File: src/rtl/core/bmm_pkg.sv
`timescale 1ns / 1ps

package bmm_pkg;

  // Default sizes of the tile
  localparam int DEF_MAX_ROWS  = 8;
  localparam int DEF_MAX_COLS  = 8;
  localparam int DEF_MAX_DEPTH = 64;
  localparam int DEF_MAX_BATCH = 4096;

  // Fixed field widths
  localparam int OP_W       = 2;
  localparam int FP_W       = 32;
  localparam int CFG_IDX_W  = 3;
  localparam int CFG_DATA_W = 13;
  localparam int ROW_W      = 3;
  localparam int COL_W      = 3;
  localparam int BATCH_W    = 12;

  // Operation codes
  localparam logic [OP_W-1:0] OP_LOAD_LHS = 2'd0;
  localparam logic [OP_W-1:0] OP_LOAD_RHS = 2'd1;
  localparam logic [OP_W-1:0] OP_COMPUTE  = 2'd2;

  // Register indexes
  localparam logic [CFG_IDX_W-1:0] CFG_ROW_COUNT     = 3'd0;
  localparam logic [CFG_IDX_W-1:0] CFG_COL_COUNT     = 3'd1;
  localparam logic [CFG_IDX_W-1:0] CFG_INNER_DEPTH   = 3'd2;
  localparam logic [CFG_IDX_W-1:0] CFG_BATCH_TOTAL   = 3'd3;
  localparam logic [CFG_IDX_W-1:0] CFG_LHS_COL_MAJOR = 3'd4;
  localparam logic [CFG_IDX_W-1:0] CFG_RHS_COL_MAJOR = 3'd5;
  localparam logic [CFG_IDX_W-1:0] CFG_OUT_COL_MAJOR = 3'd6;
  localparam logic [CFG_IDX_W-1:0] CFG_BATCHED_MODE  = 3'd7;

  // Binary32 constants
  localparam logic [FP_W-1:0] FP_QNAN = 32'h7FC0_0000;

  // Rounder: value = sig * 2^exp
  localparam int RND_SW = 48;
  localparam int RND_XW = 12;
  localparam int RND_LAT = 3;
  localparam logic signed [RND_XW-1:0] RND_FRAC    = 12'sd23;
  localparam logic signed [RND_XW-1:0] RND_LSB_MIN = -12'sd149;
  localparam logic signed [RND_XW-1:0] RND_BIAS    = 12'sd150;
  localparam logic signed [RND_XW-1:0] RND_EXP_MAX = 12'sd255;
  localparam logic signed [RND_XW-1:0] RND_SH_MAX  = 12'sd49;
  localparam logic signed [RND_XW-1:0] RND_MUL_OFS = 12'sd300;
  localparam logic signed [RND_XW-1:0] RND_ADD_OFS = 12'sd153;

  typedef enum logic [2:0] {
    ST_IDLE,
    ST_ELEM_START,
    ST_READ,
    ST_MUL_GO,
    ST_MUL_WAIT,
    ST_ADD_GO,
    ST_ADD_WAIT,
    ST_EMIT
  } state_t;

  typedef struct packed {
    logic item_take;
    logic acc_clr;
    logic mem_read;
    logic mul_start;
    logic add_start;
    logic depth_step;
    logic out_load;
    logic elem_step;
    logic batch_end;
  } ctrl_cmd_t;

  typedef struct packed {
    logic depth_zero;
    logic depth_last;
    logic elem_last;
    logic mul_done;
    logic add_done;
    logic out_free;
  } ctrl_sts_t;

endpackage

File: src/rtl/core/bmm_ctrl.sv
`timescale 1ns / 1ps

module bmm_ctrl (
  input  logic                     clk,
  input  logic                     rst_n,
  input  logic                     in_valid,
  input  logic [bmm_pkg::OP_W-1:0] in_operation,
  output logic                     in_ready,
  input  bmm_pkg::ctrl_sts_t       sts,
  output bmm_pkg::ctrl_cmd_t       cmd
);
  import bmm_pkg::*;

  state_t state_r, state_nxt;

  always_ff @(posedge clk) begin
    if (!rst_n) begin
      state_r <= ST_IDLE;
    end else begin
      state_r <= state_nxt;
    end
  end

  always_comb begin
    state_nxt = state_r;
    unique case (state_r)
      ST_IDLE: begin
        if (in_valid && in_operation == OP_COMPUTE) state_nxt = ST_ELEM_START;
      end
      ST_ELEM_START: state_nxt = sts.depth_zero ? ST_EMIT : ST_READ;
      ST_READ:       state_nxt = ST_MUL_GO;
      ST_MUL_GO:     state_nxt = ST_MUL_WAIT;
      ST_MUL_WAIT: begin
        if (sts.mul_done) state_nxt = ST_ADD_GO;
      end
      ST_ADD_GO:     state_nxt = ST_ADD_WAIT;
      ST_ADD_WAIT: begin
        if (sts.add_done) state_nxt = sts.depth_last ? ST_EMIT : ST_READ;
      end
      ST_EMIT: begin
        if (sts.out_free) state_nxt = sts.elem_last ? ST_IDLE : ST_ELEM_START;
      end
      default: state_nxt = ST_IDLE;
    endcase
  end

  always_comb begin
    cmd      = '0;
    in_ready = 1'b0;
    unique case (state_r)
      ST_IDLE: begin
        in_ready      = 1'b1;
        cmd.item_take = in_valid;
      end
      ST_ELEM_START: cmd.acc_clr   = 1'b1;
      ST_READ:       cmd.mem_read  = 1'b1;
      ST_MUL_GO:     cmd.mul_start = 1'b1;
      ST_MUL_WAIT:   ;
      ST_ADD_GO:     cmd.add_start = 1'b1;
      ST_ADD_WAIT:   cmd.depth_step = sts.add_done;
      ST_EMIT: begin
        cmd.out_load  = sts.out_free;
        cmd.elem_step = sts.out_free & ~sts.elem_last;
        cmd.batch_end = sts.out_free & sts.elem_last;
      end
      default: ;
    endcase
  end

  a_compute_starts: assert property (@(posedge clk) disable iff (!rst_n)
    (in_valid && in_ready && in_operation == OP_COMPUTE) |=> state_r == ST_ELEM_START)
    else $error("compute transfer did not start an element");

endmodule

File: config.mk
export PLATFORM = sky130hd
export DESIGN_NAME = bmm_ctrl
export DESIGN_NICKNAME = d
export VERILOG_FILES = /design/src/rtl/core/bmm_pkg.sv /design/src/rtl/core/bmm_ctrl.sv
export SDC_FILE = /design/constraint.sdc
export NUM_CORES = 1
export LEC_CHECK = 0
export ABC_AREA = 1
export BUFFER_PORTS_ARGS = -buffer_cell sky130_fd_sc_hd__clkbuf_2
export CORE_AREA = 10 10 47 49
export DETAILED_ROUTE_END_ITERATION = 6
export DIE_AREA = 0 0 57 59
export PLACE_DENSITY = 0.47
export SLEW_MARGIN = 20
export SYNTH_ARGS = -nofsm -noshare
export SYNTH_HDL_FRONTEND = slang
export SYNTH_SLANG_ARGS = --single-unit
File: constraint.sdc
create_clock -name clk -period 1.23 [get_ports clk]
set_input_delay 0.123 -clock clk [delete_from_list [all_inputs] [get_ports clk]]
set_output_delay 0.123 -clock clk [all_outputs]
set_load 0.02 [all_outputs]
**Word level (Yosys, flattened, before mapping)**

Index checks and enable logic that the tools add are counted.

- Input bits: 11
- Output and inout port bits: 10
- Logic and storage cells: 35
- Flip-flop bits (word level): 3

- Bitwise logic cells: 3
- Equal/unequal tests: 12
- Reductions and logical operators: 3
- Mux-type cells: 16

Operators by type and width:

| kind | number |
|---|---|
| case mux 3 bit (8 select lines) | 1 |
| 2-to-1 mux 3 bit | 7 |
| == test 3 bit, second input constant | 4 |
| 2-to-1 mux 1 bit | 8 |
| inequality test 2 bit, second input constant | 4 |
| == test 3 x 2 -> 1 bit, second input constant | 2 |
| AND reduction 4 bit | 1 |
| == test 3 x 1 -> 1 bit, second input constant | 1 |
| logical NOT 3 bit | 1 |
| AND 1 bit | 2 |
| == test 2 bit, second input constant | 1 |
| logical AND 1 bit | 1 |
| inverter 1 bit | 1 |

**Depth between registers and ports, before layout**

Gate-level depths: netlist of run 1.

- Depth after elaboration: 4
- Gate-level depth with buffers: 9
- Gate-level depth less buffers: 8

**Worst setup path after synthesis of run 1**

No wires, ideal clock.

- Path type: reg-to-output
- From: register state_r[0]
- To: output port cmd[0] in the netlist's numbering
- Slack: -0.016 ns
- Path buffers: 1
- Cell stages (with the launch flop): 6
- Arrival time: 1.123 ns
- Cells stage by stage: dfxtp_1 buf_6 inv_2 nor2_4 inv_1 nor3_1

RTL lines:

| element | line | RTL |
|---|---|---|
| start: declaration | bmm_ctrl.sv:14 | `state_t state_r, state_nxt;` |
| start signal: assignment | bmm_ctrl.sv:20 | `state_r <= state_nxt;` |
| end: declaration | bmm_ctrl.sv:10 | `output bmm_pkg::ctrl_cmd_t cmd` |

==> run summary, run 1 <==
STATUS
-------------------------------------------------------------------------------------------------
Status                                                                               finished with violations
Violated checks                                                                      setup timing

FINISH
-------------------------------------------------------------------------------------------------
Area of the multi-input gates                                                             268 um2
Fraction of final layout cells with drive strength greater than 1                           65.5%
Register cell area after layout                                                          68.8 um2
Nets                                                                                           99
Register bank with the most flops                                                         state_r
Count of filler cells inserted in the layout                                                  157
Top flop regs                                                                          state_r x3
Number of antenna repair diodes                                                                 0
Number of non-filler instances in the completed layout                                        103
Number of flip-flops under the largest register name                                            3
Layout Area Growth over Synthesis                                                           87.0%
Final Instance Area                                                                       613 um2

YOSYS
-------------------------------------------------------------------------------------------------
Most instantiated cells after synthesis                                              13 x nand2_1, 9 x nor2_1, 8 x inv_1, 5 x nor3_1, 4 x nor2_2
Nets in the synthesized netlist                                                                68
Most used flip-flop cell after synthesis                                                  dfxtp_1
Count of mapped cells out of synthesis                                                         57
Most numerous cell in the Yosys netlist                                                   nand2_1
Number of distinct library cell variants in the gate-level netlist after synthesis             15
Sequential-to-total area share from yosys stat                                              18.3%
Summed instance area of the synthesized netlist                                           328 um2
Avg Cell Area, Syn                                                                       5.75 um2
Ys Warns                                                                                        0
Number of synthesized flops with an enable pin                                                  0
Number of synthesized register bits                                                             3
Area share of the largest cell type after synthesis                                         18.3%
Dominant cell type by area after synthesis                                                dfxtp_1
Share of flip-flops with an asynchronous set or reset                                          0%
Leading cell types by total area after synthesis                                     dfxtp_1 18%, nand2_1 15%, nor2_1 10%

PLACE
-------------------------------------------------------------------------------------------------
Global placer's final weighted congestion                                                   0.801
Port-buffer cells                                                                              20
Cell area after placement                                                                 445 um2
Place WS                                                                               0.00742 ns
Number of cells after detailed placement                                                       93
HPWL after detailed placement                                                              862 um

CRITICAL PATH
-------------------------------------------------------------------------------------------------
Reg2Reg Depth                                                                                   9
Buffering stage count on the worst path with inverters included                                 2
Critical path class                                                                  flop to output pin
Setup slack, reg-to-reg                                                                   0.07 ns
Slowest cell on the critical path                                                         dfxtp_4
Critical path capture point type                                                       output pin
Critical path arrival                                                                     1.14 ns
R2r startpoint                                                                       state_r[1]$_SDFFE_PN0P_
Critical path data required time                                                          1.11 ns
Worst Setup Start Kind                                                                       flop
Terminus of the critical flop-to-flop path                                           state_r[0]$_SDFFE_PN0P_
Biggest cell delay along the critical path                                                0.38 ns
Cell family contributing the most delay on the critical path                           flip-flops
Peak fanout along the critical path                                                             6
CP cell instances                                                                    nand2_4, nor2_4, inv_2, nor3_2, buf_4

POWER
-------------------------------------------------------------------------------------------------
Power per standard cell area                                                          2410 nW/um2
Combinational Power Share                                                                   70.4%
Leakage                                                                                  0.332 nW
Register share of total power                                                               17.0%
Switch Pwr                                                                               0.744 mW
Cell-internal power                                                                      0.734 mW
Fraction of power spent switching nets                                                      50.3%
Worst ir drop on vdd                                                                     0.958 mV
Clock network fraction of design power                                                      12.5%

DRT
-------------------------------------------------------------------------------------------------
Post-detailed-route via-to-cell ratio                                                        4.25
Number of DRC violations after detailed-routing iteration 0                                     4
Number of iterations in the first detailed-routing pass                                         4
Number of nets with antenna violations after detailed routing                                   0
Overall routed net length                                                                 1140 um
Average detailed-routed wire length per instance                                          11.1 um
# DRC                                                                                           0
Via count                                                                                     438

HOLD PATH
-------------------------------------------------------------------------------------------------
Startpoint of the worst hold path                                                           rst_n
Hold path cells                                                                                 3
End point of the most critical hold path                                             state_r[0]$_SDFFE_PN0P_
Class of the most critical hold timing path                                          primary input to flop

STA
-------------------------------------------------------------------------------------------------
Max frequency                                                                             795 MHz
Fin crit period                                                                           1.26 ns
Unrepaired setup endpoints after global routing                                              true
Worst setup margin                                                                     -0.0285 ns
Transition time at the pin with the least slew margin                                    0.155 ns
Hold slack                                                                               0.118 ns
Final number of hold-violating endpoints                                                        0
Worst rel slew slack                                                                        89.6%
Fin. max-slew vios                                                                              0
Finish-stage setup viols                                                                        3
Worst Skew                                                                             0.00721 ns
Final clock period utilization by the worst path                                             102%

GLOBAL ROUTE
-------------------------------------------------------------------------------------------------
Largest net degree at the start of global routing                                               7
Wire length of the first global-routing pass                                              1850 um
Via count of the first global-routing pass                                                    449
Initial antenna violation count                                                                 0
Remaining global-route overflow                                                                 0
All-Layer GR Usage                                                                          6.75%

DIE
-------------------------------------------------------------------------------------------------
I/O pin count                                                                                  21
Starting Density                                                                            23.4%
Core area                                                                                1400 um2
Area of the die                                                                          3360 um2
Die H                                                                                       59 um
Placement Rows                                                                                 14
Width of the die                                                                            57 um

CLOCKING
-------------------------------------------------------------------------------------------------
CTS clock-pin slew for the worst setup and hold paths                                     0.04 ns
CTS max path bufs                                                                               2
Cts-stage hold buffer count                                                                     0
Insertion delay of the later-clocked pin in the worst-skew pair                           0.25 ns
Inserted Clock Buffers                                                                          3
Clock root buffer                                                                        clkbuf_4
CTS HTree Levels                                                                                1
Clock tree from TritonCTS                                                                     yes
Clock sink total                                                                                3

FLOW RUN
-------------------------------------------------------------------------------------------------
Number of maximum-capacitance constraint violations                                             0

worst max path at each step:
stage	depth (start not counted)	slack, ns	endpoint	from
after floorplan	5	0.12	state_r[2]$_SDFFE_PN0P_	state_r[1]$_SDFFE_PN0P_
after global placement	5	0.03	cmd[0]	state_r[1]$_SDFFE_PN0P_
after detailed placement	5	0.007	cmd[0]	state_r[1]$_SDFFE_PN0P_
after CTS	5	-0.08	cmd[0]	state_r[1]$_SDFFE_PN0P_
after global routing	5	-0.11	cmd[0]	state_r[1]$_SDFFE_PN0P_
final	5	-0.03	cmd[0]	state_r[1]$_SDFFE_PN0P_
through the flow:
stage                     setup TNS, ns  power [mW]  util (%)
after floorplan                       0       0.782         -
after global placement                0       0.947      31.8
after detailed placement              0       0.938      31.8
after CTS                        -0.226        1.28      40.3
after global routing             -0.492        1.60      43.8
final                           -0.0725        1.48      43.8
worst register-to-register path, delay by kind of cell, from the launching register on:
kind          cells  cell delay (ns)
flops             1             0.36
simple gates      8             0.57
buf+inv           1             0.12
cell usage in the layout (no fill, tap or decap):
master	count
clkbuf_1	1
inv_2	3
clkbuf_2	11
dfxtp_2	1
nor3_1	1
nor2_1	5
inv_4	1
nand3_1	3
nor2_4	4
nor2_2	5
nor3_2	3
nand2_2	4
a21oi_1	1
buf_4	16
clkbuf_4	3
nor3_4	1
a21oi_2	1
inv_1	6
xnor2_1	1
nand2_1	11
nand2_4	1
buf_8	1
dfxtp_4	2
nand4_1	1
layer usage:
metal  global-route usage (%)  vias up  wire, um  part of all wire [%]
met5                        0        -         0                     0
met4                     5.03        0        25                   2.2
met3                     2.15        2        76                   6.7
met2                     11.0       14       576                    51
met1                     7.14      190       461                    40
li1                         -      232         -                     -
cell type report:
class	instances	share of cell area, %
tap	16	3.27
sequential	3	11.2
timing repair buffer	28	31.0
multi-input combinational	42	43.7
clock buffer	4	4.29
inverter	10	6.53
cell families (layout without fill, tap and decap cells):
logic type / count (synthesis) / count (layout) / share of synthesized area [%]
and+or+nand+nor: 39 / 39 / 57.6
buffers and inverters: 12 / 42 / 18.3
DFF: 3 / 3 / 18.3
AOI/OAI and AO/OA: 2 / 2 / 3.05
xor gates and xnor gates: 1 / 1 / 2.67
power groups by stage:
| stage | registers [mW] | logic, mW | clock network (mW) |
|---|---|---|---|
| after detailed placement | 0.237 | 0.700 | 0 |
| final | 0.252 | 1.04 | 0.185 |
| after floorplan | 0.173 | 0.609 | 0 |
| after global routing | 0.260 | 1.15 | 0.194 |
| after CTS | 0.241 | 0.851 | 0.188 |
| after global placement | 0.238 | 0.709 | 0 |
timing repair:
action,4_1_cts,5_1_grt
pin swaps,4,8
buffers inserted,6,0
endpoints found under the setup margin,10,12
resized for setup,18,23
hold endpoints to repair,0,0
Note: power is estimated with default switching activity, not from simulation.
==> run 2, diff against run 1 <==
--- a/config.mk
+++ b/config.mk
@@ -7,9 +7,10 @@
 export LEC_CHECK = 0
 export ABC_AREA = 1
-export BUFFER_PORTS_ARGS = -buffer_cell sky130_fd_sc_hd__clkbuf_2
+export ABC_CLOCK_PERIOD_IN_PS = 1230
 export CORE_AREA = 10 10 47 49
 export DETAILED_ROUTE_END_ITERATION = 6
 export DIE_AREA = 0 0 57 59
-export PLACE_DENSITY = 0.47
+export DONT_BUFFER_PORTS = 1
+export PLACE_DENSITY = 0.34
 export SLEW_MARGIN = 20
 export SYNTH_ARGS = -nofsm -noshare
==> constraint.sdc (replaced) <==
create_clock -name clk -period 1.23 [get_ports clk]
set_input_delay 0.246 -clock clk [delete_from_list [all_inputs] [get_ports clk]]
set_output_delay 0.246 -clock clk [all_outputs]
set_load 0.02 [all_outputs]
==> run 2 against run 1 <==
Against the previous run:
- the flow still finishes with violations (setup timing)
- sequential share of layout area increased by 0.83 points
- setup slack got worse by 0.099 ns
- cell count decreased by 6.8%
- clock power decreased by 5%
- critical path depth unchanged
- die area unchanged
- flip-flop and latch count unchanged
- largest cell class unchanged
==> run summary, run 2 (synthesized netlist as in run 1, its figures left out) <==
STATUS
--------------------------------------------------------------------------------
Status                                                              finished with violations
Violated checks                                                     setup timing

DIE
--------------------------------------------------------------------------------
Die H                                                                      59 um
I/O pin count                                                                 21
Width of the die                                                           57 um
Starting Density                                                           23.4%
Placement Rows                                                                14
Core area                                                               1400 um2
Area of the die                                                         3360 um2

FINISH
--------------------------------------------------------------------------------
Top flop regs                                                         state_r x3
Count of filler cells inserted in the layout                                 163
Layout Area Growth over Synthesis                                          80.5%
Area of the multi-input gates                                            258 um2
Number of flip-flops under the largest register name                           3
Most common cell after layout, fill and taps aside                         buf_4
Register cell area after layout                                         71.3 um2
Number of antenna repair diodes                                                0
Commonest cells after routing, fill and taps aside                  16 x buf_4, 11 x nand2_1, 7 x inv_1, 7 x nor2_2
Number of non-filler instances in the completed layout                        96
Register bank with the most flops                                        state_r
Nets                                                                          92
Fraction of final layout cells with drive strength greater than 1          61.3%

CLOCKING
--------------------------------------------------------------------------------
Clock sink total                                                               3
CTS HTree Levels                                                               1
Cts-stage hold buffer count                                                    0
Clock root buffer                                                       clkbuf_4
CTS max path bufs                                                              2
Clock tree from TritonCTS                                                    yes
Inserted Clock Buffers                                                         3
Insertion delay of the later-clocked pin in the worst-skew pair          0.23 ns
CTS clock-pin slew for the worst setup and hold paths                    0.04 ns

DRT
--------------------------------------------------------------------------------
Number of nets with antenna violations after detailed routing                  0
Number of iterations in the first detailed-routing pass                        4
Post-detailed-route via-to-cell ratio                                       4.27
Overall routed net length                                                1080 um
Average detailed-routed wire length per instance                         11.3 um
Via count                                                                    410
# DRC                                                                          0
Number of DRC violations after detailed-routing iteration 0                    3

STA
--------------------------------------------------------------------------------
Worst setup margin                                                     -0.128 ns
Fin. max-slew vios                                                             0
Max frequency                                                            736 MHz
Transition time at the pin with the least slew margin                   0.190 ns
Fin crit period                                                          1.36 ns
Worst rel slew slack                                                       87.3%
Finish-stage setup viols                                                      11
Unrepaired setup endpoints after global routing                             true
Worst Skew                                                            0.00139 ns
Hold slack                                                              0.136 ns
Final clock period utilization by the worst path                            110%
Final number of hold-violating endpoints                                       0

GLOBAL ROUTE
--------------------------------------------------------------------------------
All-Layer GR Usage                                                         6.31%
Initial antenna violation count                                                0
Remaining global-route overflow                                                0
Largest net degree at the start of global routing                              7
Wire length of the first global-routing pass                             1700 um
Via count of the first global-routing pass                                   432

CRITICAL PATH
--------------------------------------------------------------------------------
Critical path data required time                                         0.98 ns
Cell family contributing the most delay on the critical path          flip-flops
Critical path capture point type                                      output pin
Critical path arrival                                                    1.11 ns
Most frequent CP cell                                                      buf_6
Number of stages on the worst setup path                                       5
Buffering stage count on the worst path with inverters included                2
Worst Setup Start Kind                                                      flop
Critical path class                                                 flop to output pin
Biggest cell delay along the critical path                               0.35 ns
Slowest cell on the critical path                                        dfxtp_4
Peak fanout along the critical path                                            4
Reg2Reg Depth                                                                 10
CP cell instances                                                   buf_6, nor2_4, nand2_2, nor2_2, buf_6

FLOW RUN
--------------------------------------------------------------------------------
Number of maximum-capacitance constraint violations                            0

POWER
--------------------------------------------------------------------------------
Overall power of the completed layout                                    1.45 mW
Worst ir drop on vdd                                                     1.24 mV
Register share of total power                                              16.3%
Cell-internal power                                                     0.754 mW
Switch Pwr                                                              0.696 mW
Leakage                                                                 0.302 nW
Fraction of power spent switching nets                                     48.0%
Clock network fraction of design power                                     12.1%
Combinational Power Share                                                  71.5%
Power per standard cell area                                         2450 nW/um2

HOLD PATH
--------------------------------------------------------------------------------
Hold path cells                                                                2
Class of the most critical hold timing path                         primary input to flop

PLACE
--------------------------------------------------------------------------------
HPWL after detailed placement                                             848 um
Number of cells after detailed placement                                      85
Global placer's final weighted congestion                                  0.701
Port-buffer cells                                                              0

## run 2: changes by cell type in the layout (fill, tap and decap cells not counted)
cell	previous run	this run
buf_6	0	5
nor2_4	4	2
dfxtp_4	2	3
inv_1	6	7
inv_2	3	2
clkbuf_2	11	0
dfxtp_2	1	0
nor2_2	5	7
buf_8	1	0
## run 2: power by group through the flow
stage / clock network, mW / registers (mW) / logic [mW]
after floorplan: 0 / 0.173 / 0.609
after CTS: 0.183 / 0.226 / 0.943
final: 0.176 / 0.237 / 1.04
after detailed placement: 0 / 0.203 / 0.801
after global routing: 0.190 / 0.244 / 1.14
after global placement: 0 / 0.205 / 0.819
## run 2: final timing paths
path | endpoint | slack [ns] | start
min reg2reg | state_r[0]$_SDFFE_PN0P_ | 0.65 | state_r[0]$_SDFFE_PN0P_
max | cmd[8] | -0.13 | state_r[0]$_SDFFE_PN0P_
max reg2reg | state_r[0]$_SDFFE_PN0P_ | -0.01 | state_r[1]$_SDFFE_PN0P_
min | state_r[2]$_SDFFE_PN0P_ | 0.14 | rst_n
## run 2: metrics by stage
stage	cell area (um2)	setup TNS, ns	utilization, %	setup slack, ns
6_report	592	-0.905	42.2	-0.128
5_1_grt	592	-1.76	42.2	-0.190
4_1_cts	518	-1.04	37.0	-0.144
3_5_place_dp	435	0	31.1	0.0352
3_3_place_gp	435	-0.000863	31.1	-0.000863
2_1_floorplan	333	0	-	0.00435
## run 2: timing repair
| action | CTS | global route |
|---|---|---|
| setup buffers | 3 | 4 |
| endpoints found under the setup margin | 10 | 10 |
| pin swaps | 4 | 7 |
| resized for setup | 13 | 12 |
## run 2: per-layer routing
metal | wire [um] | track usage, % | vias to the layer above | share of wire [%]
met4 | 0 | 1.01 | 0 | 0
met3 | 121 | 5.36 | 0 | 11
met2 | 569 | 11.2 | 11 | 52
li1 | - | - | 219 | -
met1 | 393 | 5.46 | 180 | 36
met5 | 0 | 0 | - | 0
## run 2: layout make-up
type | instances | share of cell area (%)
multi-input combinational | 42 | 43.6
timing repair buffer | 21 | 29.8
sequential | 3 | 12.1
inverter | 10 | 6.77
clock buffer | 4 | 4.44
tap | 16 | 3.38
